==> src/sv/tabs_pkg.sv <==
`timescale 1ns / 1ps
// ----------------------------------------------------------------------------
// tabs_pkg: shared types and constants of the two-axis servo block
// Beat payloads, register map, filter coefficients, sequencer codes.
// ----------------------------------------------------------------------------
package tabs_pkg;

  // Field widths of the beats and registers.
  localparam int SAMPLE_W = 12;
  localparam int GAIN_W   = 40;
  localparam int ERR_W    = 14;
  localparam int SUM_W    = 32;

  // Shared multiplier operand and product widths.
  localparam int MUL_A_W = 20;
  localparam int MUL_B_W = 38;
  localparam int PROD_W  = MUL_A_W + MUL_B_W;

  // Accumulator widths: filter sum and PID total (gain * value * angle).
  localparam int ACC_W = 32;
  localparam int TOT_W = 80;
  localparam int MAG_W = 41;

  // Filter coefficients in Q2.14 (0.0134, 0.0267, 1.647, 0.701 rounded).
  localparam logic [MUL_A_W-1:0] COEF_B0 = 20'd220;
  localparam logic [MUL_A_W-1:0] COEF_B1 = 20'd437;
  localparam logic [MUL_A_W-1:0] COEF_A1 = 20'd26984;
  localparam logic [MUL_A_W-1:0] COEF_A2 = 20'd11485;

  // Angle scale in degrees and the duty mapping 6*(angle+90)+900 in Q8.8.
  localparam logic [MUL_A_W-1:0] ANGLE_SCALE = 20'd90;
  localparam int DUTY_SLOPE  = 1200 / 180;
  localparam int DUTY_OFFSET = (DUTY_SLOPE * 90 + 900) * 256;

  // Angle magnitude limit before the final saturation.
  localparam logic [MAG_W-1:0] ANGLE_LIMIT = 41'h100_0000_0000;

  // Register map: register i at byte address 8*i.
  typedef enum logic [2:0] {
    REG_SETPOINT_X = 3'd0,
    REG_SETPOINT_Y = 3'd1,
    REG_GAIN_P_X   = 3'd2,
    REG_GAIN_I_X   = 3'd3,
    REG_GAIN_D_X   = 3'd4,
    REG_GAIN_P_Y   = 3'd5,
    REG_GAIN_I_Y   = 3'd6,
    REG_GAIN_D_Y   = 3'd7
  } reg_idx_t;

  typedef struct packed {
    logic                axis;
    logic [SAMPLE_W-1:0] raw_position;
  } in_t;

  typedef struct packed {
    logic                axis_out;
    logic [SAMPLE_W-1:0] filtered_position;
    logic signed [15:0]  angle_q8;
    logic [15:0]         duty_us;
  } out_t;

  typedef struct packed {
    logic [SAMPLE_W-1:0] setpoint_x;
    logic [SAMPLE_W-1:0] setpoint_y;
    logic [GAIN_W-1:0]   gain_p_x;
    logic [GAIN_W-1:0]   gain_i_x;
    logic [GAIN_W-1:0]   gain_d_x;
    logic [GAIN_W-1:0]   gain_p_y;
    logic [GAIN_W-1:0]   gain_i_y;
    logic [GAIN_W-1:0]   gain_d_y;
  } cfg_t;

  // Back-end sequencer states.
  typedef enum logic [2:0] {
    ST_IDLE,
    ST_FILT,
    ST_ERR,
    ST_SUM,
    ST_TERM,
    ST_DRAIN,
    ST_MAG,
    ST_OUT
  } state_t;

  // What to do with the registered product in the cycle after it is issued.
  typedef enum logic [2:0] {
    ACT_NONE,
    ACT_FILT_ADD,
    ACT_FILT_SUB,
    ACT_LOAD_M,
    ACT_ADD_LO,
    ACT_ADD_HI
  } act_t;

endpackage

==> src/sv/tabs_cfg.sv <==
`timescale 1ns / 1ps
// ----------------------------------------------------------------------------
// tabs_cfg: configuration register file
// APB-style write and read of the setpoints and the PID gains.
// ----------------------------------------------------------------------------
module tabs_cfg (
  input  logic                clk,
  input  logic                rst_n,
  input  logic                psel,
  input  logic                penable,
  input  logic                pwrite,
  input  logic [5:0]          paddr,
  input  logic [63:0]         pwdata,
  output logic [63:0]         prdata,
  output logic                pready,
  output tabs_pkg::cfg_t      cfg
);
  import tabs_pkg::*;

  cfg_t     cfg_r;
  reg_idx_t idx;
  logic     wr_en;

  assign idx    = reg_idx_t'(paddr[5:3]);
  assign wr_en  = psel & penable & pwrite;
  assign pready = 1'b1;
  assign cfg    = cfg_r;

  // Register writes; values are masked to the register width.
  always_ff @(posedge clk) begin
    if (!rst_n) begin
      cfg_r.setpoint_x <= 12'd2048;
      cfg_r.setpoint_y <= 12'd2048;
      cfg_r.gain_p_x   <= '0;
      cfg_r.gain_i_x   <= '0;
      cfg_r.gain_d_x   <= '0;
      cfg_r.gain_p_y   <= '0;
      cfg_r.gain_i_y   <= '0;
      cfg_r.gain_d_y   <= '0;
    end else if (wr_en) begin
      unique case (idx)
        REG_SETPOINT_X: cfg_r.setpoint_x <= pwdata[SAMPLE_W-1:0];
        REG_SETPOINT_Y: cfg_r.setpoint_y <= pwdata[SAMPLE_W-1:0];
        REG_GAIN_P_X:   cfg_r.gain_p_x   <= pwdata[GAIN_W-1:0];
        REG_GAIN_I_X:   cfg_r.gain_i_x   <= pwdata[GAIN_W-1:0];
        REG_GAIN_D_X:   cfg_r.gain_d_x   <= pwdata[GAIN_W-1:0];
        REG_GAIN_P_Y:   cfg_r.gain_p_y   <= pwdata[GAIN_W-1:0];
        REG_GAIN_I_Y:   cfg_r.gain_i_y   <= pwdata[GAIN_W-1:0];
        REG_GAIN_D_Y:   cfg_r.gain_d_y   <= pwdata[GAIN_W-1:0];
      endcase
    end
  end

  // Read-back mux.
  always_comb begin
    unique case (idx)
      REG_SETPOINT_X: prdata = 64'(cfg_r.setpoint_x);
      REG_SETPOINT_Y: prdata = 64'(cfg_r.setpoint_y);
      REG_GAIN_P_X:   prdata = 64'(cfg_r.gain_p_x);
      REG_GAIN_I_X:   prdata = 64'(cfg_r.gain_i_x);
      REG_GAIN_D_X:   prdata = 64'(cfg_r.gain_d_x);
      REG_GAIN_P_Y:   prdata = 64'(cfg_r.gain_p_y);
      REG_GAIN_I_Y:   prdata = 64'(cfg_r.gain_i_y);
      REG_GAIN_D_Y:   prdata = 64'(cfg_r.gain_d_y);
    endcase
  end

endmodule

==> src/sv/tabs_front.sv <==
`timescale 1ns / 1ps
// ----------------------------------------------------------------------------
// tabs_front: input side of the servo block
// Accepts sample beats into a two-entry queue that feeds the back end.
// ----------------------------------------------------------------------------
module tabs_front (
  input  logic          clk,
  input  logic          rst_n,
  input  logic          in_valid,
  output logic          in_stall,
  input  tabs_pkg::in_t in_data,
  output logic          q_valid,
  output tabs_pkg::in_t q_data,
  input  logic          q_pop
);
  import tabs_pkg::*;

  in_t        mem_r [2];
  logic       wr_ptr_r;
  logic       rd_ptr_r;
  logic [1:0] count_r;
  logic [1:0] count_nxt;
  logic       push;

  assign in_stall = (count_r == 2'd2);
  assign push     = in_valid & ~in_stall;
  assign q_valid  = (count_r != 2'd0);
  assign q_data   = mem_r[rd_ptr_r];

  // Occupancy follows pushes and pops.
  always_comb begin
    count_nxt = count_r;
    if (push && !q_pop) begin
      count_nxt = count_r + 2'd1;
    end else if (!push && q_pop) begin
      count_nxt = count_r - 2'd1;
    end
  end

  always_ff @(posedge clk) begin
    if (!rst_n) begin
      wr_ptr_r <= 1'b0;
      rd_ptr_r <= 1'b0;
      count_r  <= 2'd0;
    end else begin
      count_r <= count_nxt;
      if (push) begin
        wr_ptr_r <= ~wr_ptr_r;
      end
      if (q_pop) begin
        rd_ptr_r <= ~rd_ptr_r;
      end
    end
  end

  // Queue storage.
  always_ff @(posedge clk) begin
    if (push) begin
      mem_r[wr_ptr_r] <= in_data;
    end
  end

endmodule

==> src/sv/tabs_back.sv <==
`timescale 1ns / 1ps
// ----------------------------------------------------------------------------
// tabs_back: filter and PID engine
// Runs the biquad and the PID step on one shared 20x38 multiplier.
// ----------------------------------------------------------------------------
module tabs_back (
  input  logic           clk,
  input  logic           rst_n,
  input  tabs_pkg::cfg_t cfg,
  input  logic           q_valid,
  input  tabs_pkg::in_t  q_data,
  output logic           q_pop,
  output logic           out_valid,
  input  logic           out_stall,
  output tabs_pkg::out_t out_data
);
  import tabs_pkg::*;

  state_t state_r, state_nxt;
  logic [3:0] cnt_r, cnt_nxt;
  act_t act_r, act_nxt;

  logic                ax_r;
  logic [SAMPLE_W-1:0] x0_r;

  // Per-axis history.
  logic [SAMPLE_W-1:0]     raw1_r  [2];
  logic [SAMPLE_W-1:0]     raw2_r  [2];
  logic [SAMPLE_W-1:0]     filt1_r [2];
  logic [SAMPLE_W-1:0]     filt2_r [2];
  logic signed [ERR_W-1:0] perr_r  [2];
  logic signed [SUM_W-1:0] esum_r  [2];

  // Datapath registers.
  logic signed [ACC_W-1:0] acc_r;
  logic signed [TOT_W-1:0] tot_r;
  logic [PROD_W-1:0]       p_r;
  logic [MUL_B_W-1:0]      m_r;
  logic                    xneg_r;
  logic [SAMPLE_W-1:0]     y_r;
  logic signed [ERR_W-1:0] e_r;
  logic signed [ERR_W-1:0] de_r;
  logic signed [SUM_W-1:0] s_r;
  logic [MAG_W-1:0]        mag_r;
  logic                    negt_r;
  logic                    out_valid_r;
  out_t                    out_data_r;

  // Sequencer outputs.
  logic               clr;
  logic               do_err;
  logic               do_sum;
  logic               do_mag;
  logic               do_out;
  logic               latch_neg;
  logic [MUL_A_W-1:0] mul_a;
  logic [MUL_B_W-1:0] mul_b;

  // Term selection for the PID products.
  logic [1:0]              term;
  logic [1:0]              sub;
  logic signed [SUM_W-1:0] xsel;
  logic [SUM_W-1:0]        xmag;
  logic [GAIN_W-1:0]       gsel;

  // Combinational results of the error, sum, magnitude and output steps.
  logic [SAMPLE_W-1:0]     y_cl;
  logic [SAMPLE_W-1:0]     sp;
  logic signed [ERR_W-1:0] e_c;
  logic signed [ERR_W-1:0] de_c;
  logic signed [SUM_W:0]   sum_w;
  logic signed [SUM_W-1:0] s_c;
  logic [TOT_W-1:0]        abs_tot;
  logic [47:0]             mag_sh;
  logic [MAG_W-1:0]        mag_c;
  logic signed [MAG_W:0]   ang;
  logic signed [45:0]      duty_w;
  logic [15:0]             duty_c;
  logic signed [15:0]      ang_c;
  logic                    out_free;

  assign out_valid = out_valid_r;
  assign out_data  = out_data_r;
  assign out_free  = ~out_valid_r | ~out_stall;
  assign term      = cnt_r[3:2];
  assign sub       = cnt_r[1:0];

  // Next state.
  always_comb begin
    state_nxt = state_r;
    cnt_nxt   = cnt_r;
    unique case (state_r)
      ST_IDLE: begin
        if (q_valid) begin
          state_nxt = ST_FILT;
          cnt_nxt   = 4'd0;
        end
      end
      ST_FILT: begin
        if (cnt_r == 4'd5) begin
          state_nxt = ST_ERR;
        end else begin
          cnt_nxt = cnt_r + 4'd1;
        end
      end
      ST_ERR: state_nxt = ST_SUM;
      ST_SUM: begin
        state_nxt = ST_TERM;
        cnt_nxt   = 4'd0;
      end
      ST_TERM: begin
        if (cnt_r == 4'd11) begin
          state_nxt = ST_DRAIN;
        end else begin
          cnt_nxt = cnt_r + 4'd1;
        end
      end
      ST_DRAIN: state_nxt = ST_MAG;
      ST_MAG:   state_nxt = ST_OUT;
      ST_OUT: begin
        if (out_free) begin
          state_nxt = ST_IDLE;
        end
      end
      default: state_nxt = ST_IDLE;
    endcase
  end

  // Term operand: e, then de, then the error sum.
  always_comb begin
    unique case (term)
      2'd0:    xsel = SUM_W'(e_r);
      2'd1:    xsel = SUM_W'(de_r);
      default: xsel = s_r;
    endcase
    xmag = xsel[SUM_W-1] ? SUM_W'(-xsel) : SUM_W'(xsel);
    unique case ({ax_r, term})
      3'b000:  gsel = cfg.gain_p_x;
      3'b001:  gsel = cfg.gain_d_x;
      3'b010:  gsel = cfg.gain_i_x;
      3'b100:  gsel = cfg.gain_p_y;
      3'b101:  gsel = cfg.gain_d_y;
      3'b110:  gsel = cfg.gain_i_y;
      default: gsel = '0;
    endcase
  end

  // Sequencer outputs: multiplier operands and step strobes.
  always_comb begin
    clr       = 1'b0;
    do_err    = 1'b0;
    do_sum    = 1'b0;
    do_mag    = 1'b0;
    do_out    = 1'b0;
    latch_neg = 1'b0;
    q_pop     = 1'b0;
    mul_a     = '0;
    mul_b     = '0;
    act_nxt   = ACT_NONE;
    unique case (state_r)
      ST_IDLE: begin
        q_pop = q_valid;
        clr   = q_valid;
      end
      ST_FILT: begin
        unique case (cnt_r)
          4'd0: begin
            mul_a   = COEF_B0;
            mul_b   = MUL_B_W'(x0_r);
            act_nxt = ACT_FILT_ADD;
          end
          4'd1: begin
            mul_a   = COEF_B1;
            mul_b   = MUL_B_W'(raw1_r[ax_r]);
            act_nxt = ACT_FILT_ADD;
          end
          4'd2: begin
            mul_a   = COEF_B0;
            mul_b   = MUL_B_W'(raw2_r[ax_r]);
            act_nxt = ACT_FILT_ADD;
          end
          4'd3: begin
            mul_a   = COEF_A1;
            mul_b   = MUL_B_W'(filt1_r[ax_r]);
            act_nxt = ACT_FILT_ADD;
          end
          4'd4: begin
            mul_a   = COEF_A2;
            mul_b   = MUL_B_W'(filt2_r[ax_r]);
            act_nxt = ACT_FILT_SUB;
          end
          default: act_nxt = ACT_NONE;
        endcase
      end
      ST_ERR: do_err = 1'b1;
      ST_SUM: do_sum = 1'b1;
      ST_TERM: begin
        unique case (sub)
          2'd0: begin
            mul_a     = ANGLE_SCALE;
            mul_b     = MUL_B_W'(xmag);
            act_nxt   = ACT_LOAD_M;
            latch_neg = 1'b1;
          end
          2'd2: begin
            mul_a   = gsel[MUL_A_W-1:0];
            mul_b   = m_r;
            act_nxt = ACT_ADD_LO;
          end
          2'd3: begin
            mul_a   = gsel[GAIN_W-1:MUL_A_W];
            mul_b   = m_r;
            act_nxt = ACT_ADD_HI;
          end
          default: act_nxt = ACT_NONE;
        endcase
      end
      ST_DRAIN: act_nxt = ACT_NONE;
      ST_MAG:   do_mag  = 1'b1;
      ST_OUT:   do_out  = out_free;
      default:  act_nxt = ACT_NONE;
    endcase
  end

  // Filter output, error, difference and saturated error sum.
  always_comb begin
    if (acc_r[ACC_W-1]) begin
      y_cl = '0;
    end else if (|acc_r[ACC_W-2:26]) begin
      y_cl = '1;
    end else begin
      y_cl = acc_r[25:14];
    end
    sp    = ax_r ? cfg.setpoint_y : cfg.setpoint_x;
    e_c   = $signed({2'b00, y_cl}) - $signed({2'b00, sp});
    de_c  = e_c - perr_r[ax_r];
    sum_w = $signed({esum_r[ax_r][SUM_W-1], esum_r[ax_r]}) + (SUM_W+1)'(e_r);
    if (sum_w[SUM_W] != sum_w[SUM_W-1]) begin
      s_c = sum_w[SUM_W] ? {1'b1, {(SUM_W-1){1'b0}}} : {1'b0, {(SUM_W-1){1'b1}}};
    end else begin
      s_c = sum_w[SUM_W-1:0];
    end
  end

  // Angle magnitude from the PID total, and the final angle and duty.
  always_comb begin
    abs_tot = tot_r[TOT_W-1] ? TOT_W'(-tot_r) : TOT_W'(tot_r);
    mag_sh  = abs_tot[TOT_W-1:32];
    mag_c   = (mag_sh > 48'(ANGLE_LIMIT)) ? ANGLE_LIMIT : mag_sh[MAG_W-1:0];
    ang     = negt_r ? $signed({1'b0, mag_r}) : -$signed({1'b0, mag_r});
    duty_w  = 46'(ang) * 46'sd6 + 46'(DUTY_OFFSET);
    if (duty_w < 0) begin
      duty_c = '0;
    end else if (|duty_w[45:24]) begin
      duty_c = '1;
    end else begin
      duty_c = duty_w[23:8];
    end
    if (ang > 42'sd32767) begin
      ang_c = 16'sh7fff;
    end else if (ang < -42'sd32768) begin
      ang_c = 16'sh8000;
    end else begin
      ang_c = ang[15:0];
    end
  end

  // Control registers.
  always_ff @(posedge clk) begin
    if (!rst_n) begin
      state_r     <= ST_IDLE;
      cnt_r       <= '0;
      act_r       <= ACT_NONE;
      out_valid_r <= 1'b0;
    end else begin
      state_r <= state_nxt;
      cnt_r   <= cnt_nxt;
      act_r   <= act_nxt;
      if (do_out) begin
        out_valid_r <= 1'b1;
      end else if (!out_stall) begin
        out_valid_r <= 1'b0;
      end
    end
  end

  // Per-axis history, cleared by reset.
  always_ff @(posedge clk) begin
    if (!rst_n) begin
      for (int i = 0; i < 2; i++) begin
        raw1_r[i]  <= '0;
        raw2_r[i]  <= '0;
        filt1_r[i] <= '0;
        filt2_r[i] <= '0;
        perr_r[i]  <= '0;
        esum_r[i]  <= '0;
      end
    end else begin
      if (do_err) begin
        raw2_r[ax_r]  <= raw1_r[ax_r];
        raw1_r[ax_r]  <= x0_r;
        filt2_r[ax_r] <= filt1_r[ax_r];
        filt1_r[ax_r] <= y_cl;
        perr_r[ax_r]  <= e_c;
      end
      if (do_sum) begin
        esum_r[ax_r] <= s_c;
      end
    end
  end

  // Shared multiplier and the accumulators it feeds.
  always_ff @(posedge clk) begin
    p_r <= mul_a * mul_b;
    if (q_pop) begin
      ax_r <= q_data.axis;
      x0_r <= q_data.raw_position;
    end
    if (latch_neg) begin
      xneg_r <= xsel[SUM_W-1];
    end
    if (clr) begin
      acc_r <= '0;
      tot_r <= '0;
    end else begin
      unique case (act_r)
        ACT_FILT_ADD: acc_r <= acc_r + $signed({1'b0, p_r[ACC_W-2:0]});
        ACT_FILT_SUB: acc_r <= acc_r - $signed({1'b0, p_r[ACC_W-2:0]});
        ACT_LOAD_M:   m_r   <= p_r[MUL_B_W-1:0];
        ACT_ADD_LO: begin
          if (xneg_r) begin
            tot_r <= tot_r - $signed({{(TOT_W-PROD_W){1'b0}}, p_r});
          end else begin
            tot_r <= tot_r + $signed({{(TOT_W-PROD_W){1'b0}}, p_r});
          end
        end
        ACT_ADD_HI: begin
          if (xneg_r) begin
            tot_r <= tot_r - $signed({2'b00, p_r, {MUL_A_W{1'b0}}});
          end else begin
            tot_r <= tot_r + $signed({2'b00, p_r, {MUL_A_W{1'b0}}});
          end
        end
        default: acc_r <= acc_r;
      endcase
    end
    if (do_err) begin
      y_r  <= y_cl;
      e_r  <= e_c;
      de_r <= de_c;
    end
    if (do_sum) begin
      s_r <= s_c;
    end
    if (do_mag) begin
      mag_r  <= mag_c;
      negt_r <= tot_r[TOT_W-1];
    end
    if (do_out) begin
      out_data_r.axis_out          <= ax_r;
      out_data_r.filtered_position <= y_r;
      out_data_r.angle_q8          <= ang_c;
      out_data_r.duty_us           <= duty_c;
    end
  end

endmodule

==> src/sv/two_axis_biquad_pid_servo.sv <==
`timescale 1ns / 1ps
// ----------------------------------------------------------------------------
// two_axis_biquad_pid_servo: touch panel filter and PID servo controller
// Per-axis Butterworth biquad low-pass followed by a PID step and servo map.
// ----------------------------------------------------------------------------
// Each sample beat passes through these steps, from the time the engine picks
// it up from the queue until its result beat is loaded: the five filter
// products, the error and the saturated error sum, the three PID terms (each
// split into steps on the single shared 20x38 multiplier), the last
// accumulate, the magnitude, and the saturation with the output load. A
// two-entry queue in front takes new samples while the engine works, and the
// output register holds a finished beat while the engine runs the next one.
// Gains and setpoints sit on a 64-bit APB-style port at byte address 8*i and
// should be written only while no sample is in flight.
module two_axis_biquad_pid_servo (
  input  logic           clk,
  input  logic           rst_n,
  input  logic           in_valid,
  output logic           in_stall,
  input  tabs_pkg::in_t  in_data,
  output logic           out_valid,
  input  logic           out_stall,
  output tabs_pkg::out_t out_data,
  input  logic           psel,
  input  logic           penable,
  input  logic           pwrite,
  input  logic [5:0]     paddr,
  input  logic [63:0]    pwdata,
  output logic [63:0]    prdata,
  output logic           pready
);
  import tabs_pkg::*;

  cfg_t cfg;
  logic q_valid;
  logic q_pop;
  in_t  q_data;

  // Register file.
  tabs_cfg u_cfg (
    .clk     (clk),
    .rst_n   (rst_n),
    .psel    (psel),
    .penable (penable),
    .pwrite  (pwrite),
    .paddr   (paddr),
    .pwdata  (pwdata),
    .prdata  (prdata),
    .pready  (pready),
    .cfg     (cfg)
  );

  // Input queue.
  tabs_front u_front (
    .clk      (clk),
    .rst_n    (rst_n),
    .in_valid (in_valid),
    .in_stall (in_stall),
    .in_data  (in_data),
    .q_valid  (q_valid),
    .q_data   (q_data),
    .q_pop    (q_pop)
  );

  // Filter and PID engine.
  tabs_back u_back (
    .clk       (clk),
    .rst_n     (rst_n),
    .cfg       (cfg),
    .q_valid   (q_valid),
    .q_data    (q_data),
    .q_pop     (q_pop),
    .out_valid (out_valid),
    .out_stall (out_stall),
    .out_data  (out_data)
  );

endmodule

==> config.mk <==
export PLATFORM = sky130hd
export DESIGN_NAME = two_axis_biquad_pid_servo
export DESIGN_NICKNAME = d
export VERILOG_FILES = /design/src/sv/tabs_pkg.sv /design/src/sv/tabs_cfg.sv /design/src/sv/tabs_front.sv /design/src/sv/tabs_back.sv /design/src/sv/two_axis_biquad_pid_servo.sv
export SDC_FILE = /design/constraint.sdc
export NUM_CORES = 2
export LEC_CHECK = 0
export BUFFER_PORTS_ARGS = -buffer_cell sky130_fd_sc_hd__buf_2
export CAP_MARGIN = 20
export CORE_MARGIN = 4
export CORE_UTILIZATION = 50
export CTS_CLUSTER_DIAMETER = 30
export CTS_CLUSTER_SIZE = 12
export DETAILED_ROUTE_END_ITERATION = 8
export HOLD_SLACK_MARGIN = 0.1
export PLACE_DENSITY = 0.66
export RECOVER_POWER = 25
export SLEW_MARGIN = 20
export SYNTH_ARGS = -nofsm -noshare
export SYNTH_HDL_FRONTEND = slang
export SYNTH_SLANG_ARGS = --single-unit
==> constraint.sdc <==
create_clock -name clk -period 11.61 [get_ports clk]
set_clock_uncertainty 0.1 [all_clocks]
set_input_delay 1.161 -clock clk [delete_from_list [all_inputs] [get_ports clk]]
set_output_delay 1.161 -clock clk [all_outputs]
set_load 0.02 [all_outputs]
# Yosys cells after proc, flatten, opt, wreduce, memory -nomap -nowiden
# Memories as Yosys holds them, arrays and structs flattened. A register that Yosys moved wholly into a read port is not among the register bits.
# Index checks and enable logic that the tools add are counted.
# W data, S select, Z words.
[classes]
n_addsub = 16
mul = 2
magnitude_cmp = 4
eq_ne = 42
muxes = 73
bitwise_logic = 10
reduce_logical = 37
[ops]
columns = ["operator", "count"]
rows = [
  ["$pmux W64 S8", 1],
  ["$mux W80", 3],
  ["$pmux W40 S6", 1],
  ["$pmux W80 S2", 1],
  ["$pmux W38 S2", 2],
  ["$mux W32", 4],
  ["$pmux W32 S2", 2],
  ["$mux W12", 7],
  ["$add A80 B59 Y80", 1],
  ["$add A80 B79 Y80", 1],
  ["$neg A80 Y80", 1],
  ["$sub A80 B59 Y80", 1],
  ["$sub A80 B79 Y80", 1],
  ["$pmux W12 S5", 1],
  ["$pmux W15 S4", 1],
  ["$pmux W20 S3", 1],
  ["$mul A20 B38 Y58", 1],
  ["$gt A48 B41 Y1 const B", 1],
  ["$reduce_or A12 Y1", 4],
  ["$add A46 B20 Y46 const B", 1],
  ["$lt A46 B1 Y1 const B", 1],
  ["$mul A42 B3 Y45 const B", 1],
  ["$gt A42 B16 Y1 const B", 1],
  ["$lt A42 B16 Y1 const B", 1],
  ["other kinds (53)", 144],
]
[totals]
ff_bits = 646
ramBits = 214
word_cells = 221
memories = 7
[mem_list]
columns = ["memory", "depth", "word_bits", "read_ports", "rd_clocked_by_memory_dff", "write_ports", "line", "rtl"]
rows = [
  ["u_back.esum_r", 2, 32, 1, 0, 2, "tabs_back.sv:32", "logic signed [SUM_W-1:0] esum_r [2];"],
  ["u_back.perr_r", 2, 14, 1, 0, 2, "tabs_back.sv:31", "logic signed [ERR_W-1:0] perr_r [2];"],
  ["u_front.mem_r", 2, 13, 1, 1, 1, "tabs_front.sv:18", "in_t mem_r [2];"],
  ["u_back.filt1_r", 2, 12, 1, 0, 2, "tabs_back.sv:29", "logic [SAMPLE_W-1:0] filt1_r [2];"],
  ["u_back.filt2_r", 2, 12, 1, 0, 2, "tabs_back.sv:30", "logic [SAMPLE_W-1:0] filt2_r [2];"],
  ["u_back.raw1_r", 2, 12, 1, 0, 2, "tabs_back.sv:27", "logic [SAMPLE_W-1:0] raw1_r [2];"],
  ["+1 memories", "-", "-", "-", "-", "-", "-", ""],
]

# Depth between registers and ports, before layout
[logic_depth]
ltp_word = 7
depth_mapped = 47
ltp_nobuf = 43

# By module
# A second synthesis with hierarchy kept.
[unflattened]
hier_cells = 9515
hier_area_um2 = 82061.2
[by_module_without_submodules]
columns = ["module", "n_inst", "cells_each", "area_per_inst_um2", "seq_area_each_um2"]
rows = [
  ["tabs_back", 1, 7976, 68639.6, 15534.9],
  ["tabs_cfg", 1, 1474, 12251.8, 5285.1],
  ["tabs_front", 1, 65, 1169.9, 880.8],
]

# Least setup slack after synthesis
# OpenSTA, ideal clock, no wires.
[synth_timing]
path_type = "register to register"
from = "register u_back.cnt_r[3]"
to = "register u_back.p_r[50]"
t_arrival_ns = 10.321
required_ns = 11.438
path_slack_ns = 1.117
path_stages_with_launch = 40
synth_period_minus_slack_ns = 10.493
cell_sequence = "dfxtp_1 > clkbuf_1 > clkbuf_1 > clkbuf_1 > buf_1 > buf_2 > buf_1 > clkbuf_1 > buf_1 > o22ai_1 > nand2_1 > a21oi_1 > nor2_1 > clkbuf_1 > nor2_1 > fa_1 > fa_1 > inv_1 > [4 not listed] > fa_1 > inv_1 > fa_1 > inv_1 > ha_1 > a21o_1 > a211o_1 > a41oi_1 > nor3_1 > o2111ai_1 > a31oi_1 > a211o_1 > a31oi_1 > o21ai_0 > nor2b_1 > nand2b_1 > a221oi_1 > xnor2_1"
[synth_via]
elab_chain_len = 7
elab_cells_between_ends = 25
cone_classes = "add/sub (1); mul (1); eq/ne (10); mux (9); reduce/logical (4)"
[synth_lines]
columns = ["item", "line", "rtl"]
rows = [
  ["start: declaration", "tabs_back.sv:20", "logic [3:0] cnt_r, cnt_nxt;"],
  ["start signal: assignment", "tabs_back.sv:277", "cnt_r <= cnt_nxt;"],
  ["$eq A2 B1 Y1 or $logic_not A2 Y1 (tied branches)", "tabs_back.sv:131", "unique case (term)"],
  ["$pmux W32 S2", "tabs_back.sv:131", ""],
  ["$neg A32 Y32", "tabs_back.sv:136", "xmag = xsel[SUM_W-1] ? SUM_W'(-xsel) : SUM_W'(xsel);"],
  ["$mux W32", "tabs_back.sv:136", ""],
  ["$pmux W38 S2", "tabs_back.sv:198", "unique case (sub)"],
  ["$pmux W38 S2", "tabs_back.sv:160", "unique case (state_r)"],
  ["$mul A20 B38 Y58 (*)", "tabs_back.sv:314", "p_r <= mul_a * mul_b;"],
  ["end signal: assignment", "tabs_back.sv:314", ""],
  ["end: declaration", "tabs_back.sv:37", "logic [PROD_W-1:0] p_r;"],
]
# Mark *: on every way between the ends. The rest lies on a longest branch, timed or not.
# A chain may end at the register's enable or synchronous reset.

# Worst setup path after layout
[layout_timing]
from = "register u_back.cnt_r[2]"
to = "register u_back.p_r[56]"
# The elaborated chain is that of the path after synthesis.

==> metrics.md <==
| Metric | Value |
|---|---|
| Layout cells sized above 1 | `9.74%` |
| DR WL/cell | `22.1 um` |
| Worst slew margin | `-152%` |
| Maximum level of the CTS H-tree | `4` |
| CP max stage delay | `0.98 ns` |
| Simple-gate share of the synthesized area | `17.5%` |
| Ys flop type | `dfxtp_1` |
| Die Footprint | `166000 um^2` |
| Final HPWL DP | `193000 um` |
| Failing checks | `capacitance limit, slew limit` |
| Clock power frac | `35.3%` |
| Routed WL | `258000 um` |
| Post-synth EDFFs | `422` |
| 1st-iter DRT viols | `7001` |
| Global-route wire length before repair | `400000 um` |
| Setup CP Type | `flip-flop to flip-flop` |
| Design area | `90800 um^2` |
| Slowest cell on crit path | `o21ai_1` |
| Pwr Density | `193 nW/um^2` |
| Number of global-route vias before repair | `69100` |
| VDD IR max | `0.000435 V` |
| Crit-path max FO | `25` |
| Syn Std Cell Area | `79600 um^2` |
| Maximum clock rate | `89.9 MHz` |
| Sw Ratio | `40.0%` |
| Net switching power | `7.01 mW` |
| Pint | `10.5 mW` |
| Post-synth ARST share | `0%` |
| Die Height | `407 um` |
| Drt first pass iters | `9` |
| Cts bufs inserted | `212` |
| Synth top area share | `16.3%` |
| Minimum clock period | `11.12 ns` |
| Worst EP arrival | `11.76 ns` |
| TritonCTS clock tree | `done` |
| Register area share after synthesis | `27.2%` |
| Congestion Overflow GR | `0` |
| Max cap viols | `9` |
| Tcrit/Tclk final | `95.8%` |
| Yosys warns | `0` |
| Maximum number of pins on one net before global-route repair | `108` |
| Ranking of synthesized cells by area | `fa_1, edfxtp_1, dfxtp_1, ha_1, nand2_1` |
| Core Footprint | `158000 um^2` |
| Setup violators final | `0` |
| Adder-cell area share of the yosys netlist | `24.4%` |
| Layout area overhead | `14.0%` |
| Compound-Gate Fraction of Synth Area | `15.8%` |
| Clock Pin Slew Worst Setup and Hold Paths | `0.06 ns` |
| Avg Cell Area, Syn | `8.54 um^2` |
| Outcome | `finished with violations` |
| Leak | `40.7 nW` |
| Filler instances | `14000` |
| Number of port buffers | `149` |
| Slew Viols, Final | `372` |
| Final Util | `57.3%` |
| Die width | `407 um` |
| Initial antenna violation count | `11` |
| Post-synthesis mux area share | `2.86%` |
| Placed instance area | `83100 um^2` |
| All-layer global routing usage | `31.0%` |
| Combinational family with the most area after synthesis | `adder cells` |
| Clk buf depth | `3` |
| Via count | `69300` |
| Clock Root Buffer | `clkbuf_16` |
| Post-DRT Antenna Nets | `0` |
| Final #Nets | `10700` |
| Biggest area consumer among synthesized cells | `fa_1` |
| Reg power frac | `21.8%` |
| Syn Inst Count | `9330` |
| Synth Area in XOR/XNOR | `5.26%` |
| DRC Markers | `0` |
| Clock Sinks | `871` |
| Worst-skew pair later-pin latency | `0.86 ns` |
| Worst slew pin tran | `3.76 ns` |
| Num rows | `146` |
| Total Neg Setup Slack | `0 ns` |
| Logic pwr share | `42.9%` |
| Commonest cells in the netlist | `nand2_1, inv_1, nor2_1` |
| Most frequent cell after synthesis | `nand2_1` |
| Synth cell types | `104` |
| RSZ-0062 raised after global routing | `no` |
| Register bit total from synthesis | `871` |
| Initial core utilization | `50.3%` |
| GP Congestion | `0.967` |
| Vias per cell | `5.93` |
| Num ports | `202` |
| Startpoint type of the worst setup path | `flip-flop` |
| Worst Setup End Kind | `flip-flop` |
| Worst hold path type | `flip-flop to flip-flop` |
| Crit-path most repeated cell | `fa_1` |
| Worst EP required | `12.25 ns` |
| Final Hold Vio Count | `0` |
-- power groups by stage --
stage	clock network, mW	logic [mW]	registers, mW
after floorplan	0	5.22	3.80
after global routing	6.41	8.22	3.83
final	6.18	7.52	3.82
after detailed placement	0	7.37	3.87
after CTS	6.24	7.45	3.82
after global placement	0	7.21	3.87
-- worst max-delay path: cells and delay by family (launching register included) --
family / cells / cell delay [ns]
AO/OA/AOI/OAI: 16 / 4.35
AND/OR/NAND/NOR: 4 / 0.42
flip-flops: 1 / 0.42
adder cells (fa/ha/maj): 8 / 4.09
XOR/XNOR: 1 / 0.13
buffers and inverters: 8 / 1.46
-- per-stage QoR --
stage / total power [mW] / worst slack (ns) / cells / hold WS [ns]
detailed placement: 11.2 / 0.410 / 11300 / 0.343
global route: 18.5 / 0.00399 / 11700 / 0.354
CTS: 17.5 / 0.216 / 11700 / 0.300
floorplan: 9.02 / 1.12 / 9353 / 0.300
finish: 17.5 / 0.489 / 11700 / 0.357
global placement: 11.1 / 0.479 / 11300 / 0.343
-- final timing paths --
check                               start                            to  slack (ns)  cells past startpoint
max          u_back.cnt_r[2]$_SDFFE_PN0P_        u_back.p_r[56]$_DFF_P_        0.49                     37
min          u_back.acc_r[3]$_SDFFE_PP0P_  u_back.acc_r[3]$_SDFFE_PP0P_        0.36                      2
max reg2reg  u_back.cnt_r[2]$_SDFFE_PN0P_        u_back.p_r[56]$_DFF_P_        0.49                     37
min reg2reg  u_back.acc_r[3]$_SDFFE_PP0P_  u_back.acc_r[3]$_SDFFE_PP0P_        0.36                      2
-- flip-flops by register name (all words and copies together) (netlist names), 2 cells and up --
register,count
u_front.mem_r,26
u_back.state_r,3
u_back.s_r,32
u_back.raw1_r,24
u_back.e_r,13
u_back.cnt_r,4
u_back.esum_r,64
u_back.mag_r,41
u_cfg.cfg,264
u_back.perr_r,26
u_back.filt1_r,24
u_back.x0_r,12
u_back.out_data,45
u_back.m_r,38
u_back.act_r,3
u_back.p_r,58
u_front.count_r,2
u_back.raw2_r,24
u_back.acc_r,32
u_back.tot_r,80
u_back.de_r,14
u_back.y_r,12
u_back.filt2_r,24
-- cell type report --
class / instances / area, um^2 / area share [%]
multi-input combinational: 7035 / 52800 / 58.1
sequential: 871 / 21700 / 23.9
clock buffer: 262 / 5780 / 6.36
inverter: 933 / 3500 / 3.86
tap: 2072 / 2590 / 2.86
timing repair buffer: 379 / 2580 / 2.84
clock inverter: 132 / 1860 / 2.05
antenna: 6 / 15.0 / 0.0165
-- cells in the final DEF, fill, tap and decap left out, types with 50 or more instances in the layout --
cell	netlist	final
ha_1	505	504
and2_1	166	146
nand2_1	1436	1432
a31oi_1	58	57
o21bai_1	61	58
buf_2	6	137
fa_1	650	650
inv_1	930	929
a22oi_1	180	180
clkbuf_16	0	214
nand2b_1	114	114
nor3_1	105	95
nor2_1	846	829
buf_4	25	210
xor2_1	189	189
edfxtp_1	422	422
nand3_1	144	144
mux2_2	71	71
nand4_1	50	50
a21oi_1	777	769
nor2b_1	68	66
dfxtp_1	449	446
and3_1	65	65
mux2i_1	128	128
o21ai_0	290	282
xnor2_1	289	289
a21o_1	200	200
-- logic make-up (layout without fill, tap and decap cells) --
kind of cell,count (synthesis),count (layout)
fa+ha+maj,1161,1161
compound gates,2003,2003
mux,208,208
flops,871,871
other cells,2,31
simple gates,3160,3160
buf+inv,1447,1706
xor+xnor,478,478
-- layer usage --
metal	track usage (%)	wire [um]	up-vias
met2	48.3	114000	3210
met5	0	50	-
met4	11.7	9920	8
li1	-	-	31700
met3	7.17	26100	549
met1	42.2	108000	33900
-- what timing repair did --
item / 4_1_cts / 5_1_grt
hold buffers: 0 / 0
gates resized for setup: 0 / 20
setup buffers: 0 / 1
endpoints found under the setup margin: 0 / 16
No activity file was read; power rests on OpenSTA's default activity.
